<file path="src/hdl/task_slot_state_table_defines.svh">
// Assertion macros shared by the task slot state table RTL.
// No dependencies; include by bare file name where assertions are written.
`ifndef TASK_SLOT_STATE_TABLE_DEFINES_SVH
`define TASK_SLOT_STATE_TABLE_DEFINES_SVH

// Same-cycle implication, checked out of reset.
`define TSST_ASSERT_NOW(label, clk, rst_n, ante, cons, msg) \
    label: assert property (@(posedge clk) disable iff (!rst_n) (ante) |-> (cons)) \
        else $error(msg);

// Delayed implication, checked out of reset.
`define TSST_ASSERT_LATER2(label, clk, rst_n, ante, cons, msg) \
    label: assert property (@(posedge clk) disable iff (!rst_n) (ante) |-> ##2 (cons)) \
        else $error(msg);

`endif

</file>
<file path="src/hdl/tsst_pkg.sv">
// Types, codes and the legality matrix of the task slot state table.
// Used by every module of the block; no dependencies.
package tsst_pkg;

    localparam int SLOT_W     = 6;
    localparam int SLOT_SPACE = 64;
    localparam int STATE_W    = 3;
    localparam int GEN_W      = 32;
    localparam int CNT_W      = 32;
    localparam int CFG_W      = 7;

    localparam int SLOT_COUNT_DEFAULT = 64;
    localparam logic [CFG_W-1:0] SLOTS_IN_USE_RESET = 7'd64;

    localparam logic [STATE_W-1:0] NUM_STATES = 3'd6;

    typedef enum logic [STATE_W-1:0] {
        ST_FREE    = 3'd0,
        ST_READY   = 3'd1,
        ST_RUNNING = 3'd2,
        ST_ZOMBIE  = 3'd3,
        ST_BLOCKED = 3'd4,
        ST_SETUP   = 3'd5
    } lifecycle_t;

    typedef enum logic {
        ACT_TRANSITION = 1'b0,
        ACT_VALIDATE   = 1'b1
    } action_t;

    typedef enum logic [2:0] {
        STS_OK           = 3'd0,
        STS_OUT_OF_RANGE = 3'd1,
        STS_ILLEGAL      = 3'd2,
        STS_MISMATCH     = 3'd3,
        STS_SLOT_FREE    = 3'd4
    } status_t;

    // Row is the present state, bit position the requested state.
    localparam logic [5:0] LEGAL_MOVE [6] = '{
        6'b100000,
        6'b011100,
        6'b011010,
        6'b000001,
        6'b001010,
        6'b000111
    };

    typedef struct packed {
        logic [STATE_W-1:0] state;
        logic [GEN_W-1:0]   gen;
    } entry_t;

    typedef struct packed {
        logic               action;
        logic [SLOT_W-1:0]  slot;
        logic [STATE_W-1:0] target;
        logic [GEN_W-1:0]   ref_gen;
    } req_t;

    typedef struct packed {
        logic    accepted;
        status_t status;
        entry_t  next;
        entry_t  shown;
        logic    wr_en;
        logic    bump_illegal;
        logic    bump_mismatch;
    } upd_t;

    function automatic logic legal_move(logic [STATE_W-1:0] from_st,
                                        logic [STATE_W-1:0] to_st);
        logic ok;
        ok = 1'b0;
        if (from_st < NUM_STATES && to_st < NUM_STATES)
        begin
            ok = LEGAL_MOVE[from_st][to_st];
        end
        return ok;
    endfunction

endpackage

</file>
<file path="src/hdl/task_slot_state_table.sv">
// Task slot state table: top level with request pipeline, forwarding and counters.
// Depends on tsst_pkg, tsst_slot_mem, tsst_update and the assertion macro header.
//
// Usage:
//   Requests arrive on start with action, slot, target_state and ref_generation.
//   A request is taken at every clock edge where start is high and busy is low;
//   busy stays low, so one request can be taken every cycle.
//   Each request gives one result through the request and result registers: done pulses for
//   one cycle with accepted, status, slot_state, slot_generation, illegal_count
//   and mismatch_count. Results must be taken in that cycle; there is no stall.
//   Throughput is one request per cycle. The result passes through the slot memory's
//   registered read port and the result register.
//   Back-to-back requests to the same slot see the preceding write through a
//   one-entry forwarding register on the memory read path.
//   slots_in_use is written on the cfg channel (cfg_valid, cfg_ready, cfg_data); the user must
//   write it only while no request is in flight, the block does not enforce this; cfg_ready is always high.
//   Reset clears all slots to free with generation zero, both counters to zero
//   and slots_in_use to 64. No clearing pass is needed: requests are taken from
//   the first cycle after reset.
module task_slot_state_table #(
    parameter int SLOT_COUNT = tsst_pkg::SLOT_COUNT_DEFAULT
) (
    input  logic                          clk,
    input  logic                          rst_n,
    input  logic                          start,
    output logic                          busy,
    input  logic                          action,
    input  logic [tsst_pkg::SLOT_W-1:0]   slot,
    input  logic [tsst_pkg::STATE_W-1:0]  target_state,
    input  logic [tsst_pkg::GEN_W-1:0]    ref_generation,
    output logic                          done,
    output logic                          accepted,
    output logic [2:0]                    status,
    output logic [tsst_pkg::STATE_W-1:0]  slot_state,
    output logic [tsst_pkg::GEN_W-1:0]    slot_generation,
    output logic [tsst_pkg::CNT_W-1:0]    illegal_count,
    output logic [tsst_pkg::CNT_W-1:0]    mismatch_count,
    input  logic                          cfg_valid,
    output logic                          cfg_ready,
    input  logic [tsst_pkg::CFG_W-1:0]    cfg_data
);
    import tsst_pkg::*;

    `include "task_slot_state_table_defines.svh"

    localparam int DEPTH  = (SLOT_COUNT < SLOT_SPACE) ? SLOT_COUNT : SLOT_SPACE;
    localparam int ADDR_W = (DEPTH > 1) ? $clog2(DEPTH) : 1;
    localparam int CAP_W  = $clog2(SLOT_COUNT + 1);
    localparam int LIM_W  = (CAP_W > CFG_W) ? CAP_W : CFG_W;
    localparam logic [LIM_W-1:0] SLOT_CAP = LIM_W'(SLOT_COUNT);

    logic               accept;
    req_t               in_req;
    logic [CFG_W-1:0]   slots_in_use_reg;

    logic               s1_valid_reg;
    req_t               s1_req_reg;
    logic [ADDR_W-1:0]  s1_addr;
    logic               s1_in_range;
    logic [LIM_W-1:0]   s1_slot_ext;
    logic [LIM_W-1:0]   use_ext;

    entry_t             mem_rd;
    entry_t             cur;
    upd_t               upd;
    logic               wr_en;

    logic               fwd_valid_reg;
    logic [ADDR_W-1:0]  fwd_addr_reg;
    entry_t             fwd_data_reg;

    logic               done_reg;
    logic               accepted_reg;
    status_t            status_reg;
    entry_t             shown_reg;
    logic [CNT_W-1:0]   illegal_cnt_reg;
    logic [CNT_W-1:0]   illegal_cnt_next;
    logic [CNT_W-1:0]   mismatch_cnt_reg;
    logic [CNT_W-1:0]   mismatch_cnt_next;

    // The table takes a request every cycle.
    assign busy      = 1'b0;
    assign cfg_ready = 1'b1;
    assign accept    = start && !busy;

    assign in_req.action  = action;
    assign in_req.slot    = slot;
    assign in_req.target  = target_state;
    assign in_req.ref_gen = ref_generation;

    always_ff @(posedge clk or negedge rst_n)
    begin
        if (!rst_n)
        begin
            slots_in_use_reg <= SLOTS_IN_USE_RESET;
        end
        else if (cfg_valid && cfg_ready)
        begin
            slots_in_use_reg <= cfg_data;
        end
    end

    tsst_slot_mem #(
        .DEPTH  (DEPTH),
        .ADDR_W (ADDR_W)
    ) u_mem (
        .clk     (clk),
        .rst_n   (rst_n),
        .rd_en   (accept),
        .rd_addr (slot[ADDR_W-1:0]),
        .rd_data (mem_rd),
        .wr_en   (wr_en),
        .wr_addr (s1_addr),
        .wr_data (upd.next)
    );

    always_ff @(posedge clk or negedge rst_n)
    begin
        if (!rst_n)
        begin
            s1_valid_reg  <= 1'b0;
            fwd_valid_reg <= 1'b0;
        end
        else
        begin
            s1_valid_reg  <= accept;
            fwd_valid_reg <= wr_en;
        end
    end

    always_ff @(posedge clk)
    begin
        if (accept)
        begin
            s1_req_reg <= in_req;
        end
        fwd_addr_reg <= s1_addr;
        fwd_data_reg <= upd.next;
    end

    assign s1_addr     = s1_req_reg.slot[ADDR_W-1:0];
    assign s1_slot_ext = LIM_W'(s1_req_reg.slot);
    assign use_ext     = LIM_W'(slots_in_use_reg);
    assign s1_in_range = (s1_slot_ext < use_ext) && (s1_slot_ext < SLOT_CAP);

    // Take the entry written last cycle; the memory read missed it.
    assign cur = (fwd_valid_reg && fwd_addr_reg == s1_addr) ? fwd_data_reg : mem_rd;

    tsst_update u_update (
        .req      (s1_req_reg),
        .in_range (s1_in_range),
        .cur      (cur),
        .upd      (upd)
    );

    assign wr_en = s1_valid_reg && upd.wr_en;

    always_comb
    begin
        illegal_cnt_next  = illegal_cnt_reg;
        mismatch_cnt_next = mismatch_cnt_reg;
        if (s1_valid_reg && upd.bump_illegal)
        begin
            illegal_cnt_next = illegal_cnt_reg + 1'b1;
        end
        if (s1_valid_reg && upd.bump_mismatch)
        begin
            mismatch_cnt_next = mismatch_cnt_reg + 1'b1;
        end
    end

    always_ff @(posedge clk or negedge rst_n)
    begin
        if (!rst_n)
        begin
            done_reg         <= 1'b0;
            illegal_cnt_reg  <= '0;
            mismatch_cnt_reg <= '0;
        end
        else
        begin
            done_reg         <= s1_valid_reg;
            illegal_cnt_reg  <= illegal_cnt_next;
            mismatch_cnt_reg <= mismatch_cnt_next;
        end
    end

    always_ff @(posedge clk)
    begin
        if (s1_valid_reg)
        begin
            accepted_reg <= upd.accepted;
            status_reg   <= upd.status;
            shown_reg    <= upd.shown;
        end
    end

    assign done            = done_reg;
    assign accepted        = accepted_reg;
    assign status          = status_reg;
    assign slot_state      = shown_reg.state;
    assign slot_generation = shown_reg.gen;
    assign illegal_count   = illegal_cnt_reg;
    assign mismatch_count  = mismatch_cnt_reg;

    `TSST_ASSERT_LATER2(a_result_follows, clk, rst_n, accept, done_reg,
        "result strobe missing two cycles after request transfer")
    `TSST_ASSERT_NOW(a_out_of_range_blank, clk, rst_n,
        done_reg && status_reg == STS_OUT_OF_RANGE,
        !accepted_reg && shown_reg == '0, "out-of-range result not blank")
    `TSST_ASSERT_NOW(a_accept_is_ok, clk, rst_n, done_reg && accepted_reg,
        status_reg == STS_OK, "accepted result carries non-ok status")
    `TSST_ASSERT_NOW(a_illegal_cnt_moves, clk, rst_n,
        illegal_cnt_reg != $past(illegal_cnt_reg),
        done_reg && status_reg == STS_ILLEGAL, "illegal count moved without illegal result")
    `TSST_ASSERT_NOW(a_mismatch_cnt_moves, clk, rst_n,
        mismatch_cnt_reg != $past(mismatch_cnt_reg),
        done_reg && status_reg == STS_MISMATCH, "mismatch count moved without mismatch result")

endmodule

</file>
<file path="src/hdl/tsst_slot_mem.sv">
// Slot memory: one entry (state, generation) per slot, registered read port.
// Per-entry valid flags make unwritten entries read as free with generation zero.
module tsst_slot_mem #(
    parameter int DEPTH  = tsst_pkg::SLOT_SPACE,
    parameter int ADDR_W = tsst_pkg::SLOT_W
) (
    input  logic                  clk,
    input  logic                  rst_n,
    input  logic                  rd_en,
    input  logic [ADDR_W-1:0]     rd_addr,
    output tsst_pkg::entry_t      rd_data,
    input  logic                  wr_en,
    input  logic [ADDR_W-1:0]     wr_addr,
    input  tsst_pkg::entry_t      wr_data
);
    import tsst_pkg::*;

    entry_t           mem [DEPTH];
    entry_t           rd_data_reg;
    logic             rd_valid_reg;
    logic [DEPTH-1:0] valid_reg;

    always_ff @(posedge clk)
    begin
        if (wr_en)
        begin
            mem[wr_addr] <= wr_data;
        end
        if (rd_en)
        begin
            rd_data_reg <= mem[rd_addr];
        end
    end

    always_ff @(posedge clk or negedge rst_n)
    begin
        if (!rst_n)
        begin
            valid_reg    <= '0;
            rd_valid_reg <= 1'b0;
        end
        else
        begin
            if (wr_en)
            begin
                valid_reg[wr_addr] <= 1'b1;
            end
            if (rd_en)
            begin
                rd_valid_reg <= valid_reg[rd_addr];
            end
        end
    end

    // Unwritten entries read as their reset value: free, generation zero.
    assign rd_data = rd_valid_reg ? rd_data_reg : '0;

endmodule

</file>
<file path="src/hdl/tsst_update.sv">
// Request evaluation: legality check, generation advance and reference check.
// Depends on tsst_pkg for the entry, request and update types.
module tsst_update (
    input  tsst_pkg::req_t    req,
    input  logic              in_range,
    input  tsst_pkg::entry_t  cur,
    output tsst_pkg::upd_t    upd
);
    import tsst_pkg::*;

    always_comb
    begin
        upd               = '0;
        upd.status        = STS_OUT_OF_RANGE;
        upd.next          = cur;
        if (in_range)
        begin
            case (req.action)
                ACT_TRANSITION:
                begin
                    if (legal_move(cur.state, req.target))
                    begin
                        upd.next.state = req.target;
                        // Only a fresh tenancy advances the generation.
                        if (cur.state == ST_FREE && req.target == ST_SETUP)
                        begin
                            upd.next.gen = cur.gen + 1'b1;
                        end
                        upd.wr_en    = 1'b1;
                        upd.accepted = 1'b1;
                        upd.status   = STS_OK;
                    end
                    else
                    begin
                        upd.bump_illegal = 1'b1;
                        upd.status       = STS_ILLEGAL;
                    end
                end
                ACT_VALIDATE:
                begin
                    // Mismatch is checked before the free slot.
                    if (cur.gen != req.ref_gen)
                    begin
                        upd.bump_mismatch = 1'b1;
                        upd.status        = STS_MISMATCH;
                    end
                    else if (cur.state == ST_FREE)
                    begin
                        upd.status = STS_SLOT_FREE;
                    end
                    else
                    begin
                        upd.accepted = 1'b1;
                        upd.status   = STS_OK;
                    end
                end
                default:
                begin
                    upd.status = STS_OUT_OF_RANGE;
                end
            endcase
            upd.shown = upd.next;
        end
        else
        begin
            upd.shown = '0;
        end
    end

endmodule
</file>
<file path="config.mk">
export PLATFORM = sky130hd
export DESIGN_NAME = task_slot_state_table
export DESIGN_NICKNAME = d
export VERILOG_FILES = /design/src/hdl/tsst_pkg.sv /design/src/hdl/task_slot_state_table.sv /design/src/hdl/tsst_slot_mem.sv /design/src/hdl/tsst_update.sv
export VERILOG_INCLUDE_DIRS = /design/src /design/src/hdl
export SDC_FILE = /design/constraint.sdc
export NUM_CORES = 2
export LEC_CHECK = 0
export BUFFER_PORTS_ARGS = -buffer_cell sky130_fd_sc_hd__buf_4
export CORE_MARGIN = 4
export CORE_UTILIZATION = 59
export CTS_BUF_LIST = sky130_fd_sc_hd__clkbuf_8
export DETAILED_ROUTE_END_ITERATION = 10
export GPL_TIMING_DRIVEN = 0
export HOLD_SLACK_MARGIN = 0.15
export PLACE_DENSITY_LB_ADDON = 0.2
export SLEW_MARGIN = 25
export SYNTH_ARGS = -nofsm -noshare
export SYNTH_HDL_FRONTEND = slang
export SYNTH_SLANG_ARGS = --single-unit
</file>
<file path="constraint.sdc">
create_clock -name clk -period 5.55 [get_ports clk]
set_input_delay 0.555 -clock clk [delete_from_list [all_inputs] [get_ports clk]]
set_output_delay 0.555 -clock clk [all_outputs]
set_load 0.01 [all_outputs]
</file>
==> qor.yml <==
worst_hold_path:
  whs_path_depth: 2
  hp-start: "ref_generation[19]"
  hold_path.class: "input port to flop"
global_routing:
  grt_overflow: 0
  grt_pass1_wl_um: 390400
  antenna_found_initial: 22
  grt_max_degree: 80
  first_global_vias: 53378
  grt.total_usage_pct: 31.78
floorplan:
  fp.dieH_um: 417.6
  core_region_area_sq_um: 167000
  die_w_um: 417.6
  io_pins: 159
  die-area_sq_um: 174400
  num_rows: 150
  start_util_pct: 59.25
worst_setup_path:
  cp.arrival_ns: 6.14
  slowest_delay_ns: 0.58
  path_depth: 21
  cpMostUsedCell: "buf_4"
  r2r-start: "s1_addr[5]$_DFFE_PP_"
  cp-start-kind: "flop"
  crit_start: "s1_addr[5]$_DFFE_PP_"
  path_buf_inv: 9
  crit_path_end_kind: "flop"
  r2r_cells: 21
  cp_max_fo: 10
  worstPathRequired_ns: 6.32
  cpMaxStageDelayCell: "nor3_2"
  path_delay_family: "buffers and inverters"
  path_cells: "buf_2 -> xnor2_2 -> and3_2 -> buf_2 -> buf_4 -> a21oi_1 -> a21oi_4 -> ha_1 -> nand2_1 -> o21ai_0 -> nand3b_1 -> o22ai_1 -> nor3_2 -> nand3_4 -> buf_2 -> nor3_2 -> buf_4 -> buf_4 -> buf_4 -> buf_4 -> buf_4"
  path_class: "flop to flop"
drt:
  postRouteWirelength_um: 272200
  viasPerCell: 6.591
  ant_nets: 0
  first_pass_iters: 5
  wl_per_cell_um: 33.60
  vias: 53400
  drtIter0Drc: 7594
  drc: 0
job:
  max_cap_viol_count: 0
final_layout:
  final_cell_mix: "edfxtp_1, mux4_2, buf_4"
  syn2layout_area_growth_pct: 17.96
  drive_gt1_share_pct: 37.25
  largest_reg_flops: 2240
  layout_commonest_cell: "edfxtp_1"
  fin_nets: 5651
  num-fill-cells: 9989
  stdcell_count: 8102
cts:
  root_buffer: "clkbuf_8"
  worstSkewPairLatency_ns: 1.10
  cts_buffers: 404
  cts_buffer_depth: 4
  cts_sinks: 2536
  cts_tree: "yes"
  cts.htree.levels: 5
  clkSlewWorstSetupHoldPaths_ns: 0.06
timing:
  post-route-period-util_pct: 96.85
  finalHoldViolCount: 0
  holdWs_ns: 0.2292
  skew_ns: 0.07422
  rsz0062_at_grt: "false"
  fin_crit_ns: 5.375
  drv_slew: 0
  worst_pin_slew_ns: 1.158
  slew_headroom_pct: 22.45
  setup_viol: 0
  fmax_ghz: 0.1860
  fin_setup_tns_ns: 0
synthesis:
  ys_ff_latch: 2536
  syn-instance-count: 4483
  synth_edf_count: 2356
  syn_avg_cell_area_sq_um: 22.08
  yosysSeqAreaShare_pct: 75.83
  synth_nets: 4545
  synth_area_sq_um: 98970
  ys_types: 93
  ys_warn_count: 0
  synth_flop_cell: "edfxtp_1"
  ys_async_sr_fraction_pct: 5.481
pwr:
  ir_worst_vdd_mv: 0.2668
  p_leak_nw: 41.92
  p_per_area_nw_per_um2: 332.6
placement:
  dp_hpwl_um: 194400
  place_congestion: 0.9738
  dp.cells: 7298
  io_buffers: 156
status:
  run_status: "complete, no violations"
[worst reg2reg max path, stage by stage, from the launching register on]
cell	delay, ns
edfxtp_1	0.44
buf_2	0.21
xnor2_2	0.23
and3_2	0.31
buf_2	0.20
buf_4	0.22
a21oi_1	0.12
a21oi_4	0.25
ha_1	0.30
nand2_1	0.07
o21ai_0	0.08
nand3b_1	0.10
o22ai_1	0.10
nor3_2	0.28
nand3_4	0.19
buf_2	0.31
nor3_2	0.58
buf_4	0.26
buf_4	0.20
buf_4	0.22
buf_4	0.19
buf_4	0.20
[what timing repair did]
item	in CTS	in global routing
buffers inserted	10	9
endpoints found under the hold margin	266	0
hold buffers	72	0
pin swaps	6	7
setup endpoints to repair	1028	1217
gates resized for setup	22	32
[where the power goes]
part,internal (mW),switching (mW),leakage (nW)
Clock,7.40,7.11,4.23
Combinational,1.13,1.74,12.4
Sequential,21.2,0.203,25.3
[metrics by stage]
stage / power (mW) / cell area [sq um] / setup slack, ns / utilization (%)
final: 38.83 / 116700 / 0.1746 / 69.89
after global routing: 40.12 / 116700 / 0.03521 / 69.88
after CTS: 38.94 / 116500 / -0.02831 / 69.73
after detailed placement: 24.60 / 108300 / -1.421 / 64.86
after global placement: 24.38 / 103000 / -5.130 / 61.64
after floorplan: 23.24 / 99030 / -0.1084 / -
[kinds of logic after synthesis]
group | count (synthesis) | synth area share [%]
multiplexers | 778 | 17.36
XOR/XNOR | 142 | 1.287
other | 2 | 0.007588
AO/OA/AOI/OAI | 175 | 1.229
AND/OR/NAND/NOR | 562 | 2.999
adder cells (fa/ha/maj) | 9 | 0.1138
flip-flops | 2536 | 75.83
buffers and inverters | 279 | 1.173
[synthesized netlist by cell type, types with 22 or more instances]
cell type	instances	area (sq um)
a21oi_1	41	205.2
and3_1	25	156.4
buf_1	68	255.2
buf_2	29	145.1
clkbuf_1	123	461.7
dfrtp_1	138	3453
dfxtp_1	41	820.8
edfxtp_1	2356	70750
inv_1	46	172.7
mux4_2	749	16870
nand2_1	91	341.6
nand3_1	54	270.3
nand4_1	22	137.6
nor2_1	102	382.9
nor3_1	105	525.5
o21ai_0	32	160.2
or2_2	49	306.5
xnor2_1	72	630.6
xor2_1	66	578.1
[area by class of cell]
cell class / instances / area (sq um) / area share [%]
flip-flops and latches: 2536 / 75050 / 64.29
diodes: 11 / 27.53 / 0.02358
clock inverters: 276 / 1309 / 1.121
well taps: 2204 / 2758 / 2.362
repair buffers: 702 / 6715 / 5.752
clock buffers: 428 / 5891 / 5.046
multi-input cells: 1668 / 23720 / 20.32
inverters: 46 / 172.7 / 0.1479
plain buffers: 231 / 1105 / 0.9464
[per-layer routing]
| metal | wire (um) | part of all wire (%) | track usage (%) | vias to the layer above |
|---|---|---|---|---|
| met2 | 131700 | 48 | 49.63 | 3712 |
| li1 | - | - | - | 21094 |
| met1 | 99740 | 37 | 44.76 | 27979 |
| met5 | 48 | 0.018 | 0 | - |
| met3 | 30950 | 11 | 7.988 | 607 |
| met4 | 9826 | 3.6 | 11.00 | 8 |
[path summary, 6_finish.rpt]
check	to	slack [ns]
max	u_mem.mem[15][17]$_DFFE_PP_	0.17
max reg2reg	u_mem.mem[15][17]$_DFFE_PP_	0.17
min reg2reg	fwd_addr_reg[0]$_DFF_P_	0.39
min	s1_req_reg[19]$_DFFE_PP_	0.23
min in group asynchronous	illegal_count[18]$_DFFE_PN0P_	0.61
max in group asynchronous	u_mem.valid_reg[42]$_DFFE_PN0P_	4.49
No activity file was read; power rests on OpenSTA's default activity.
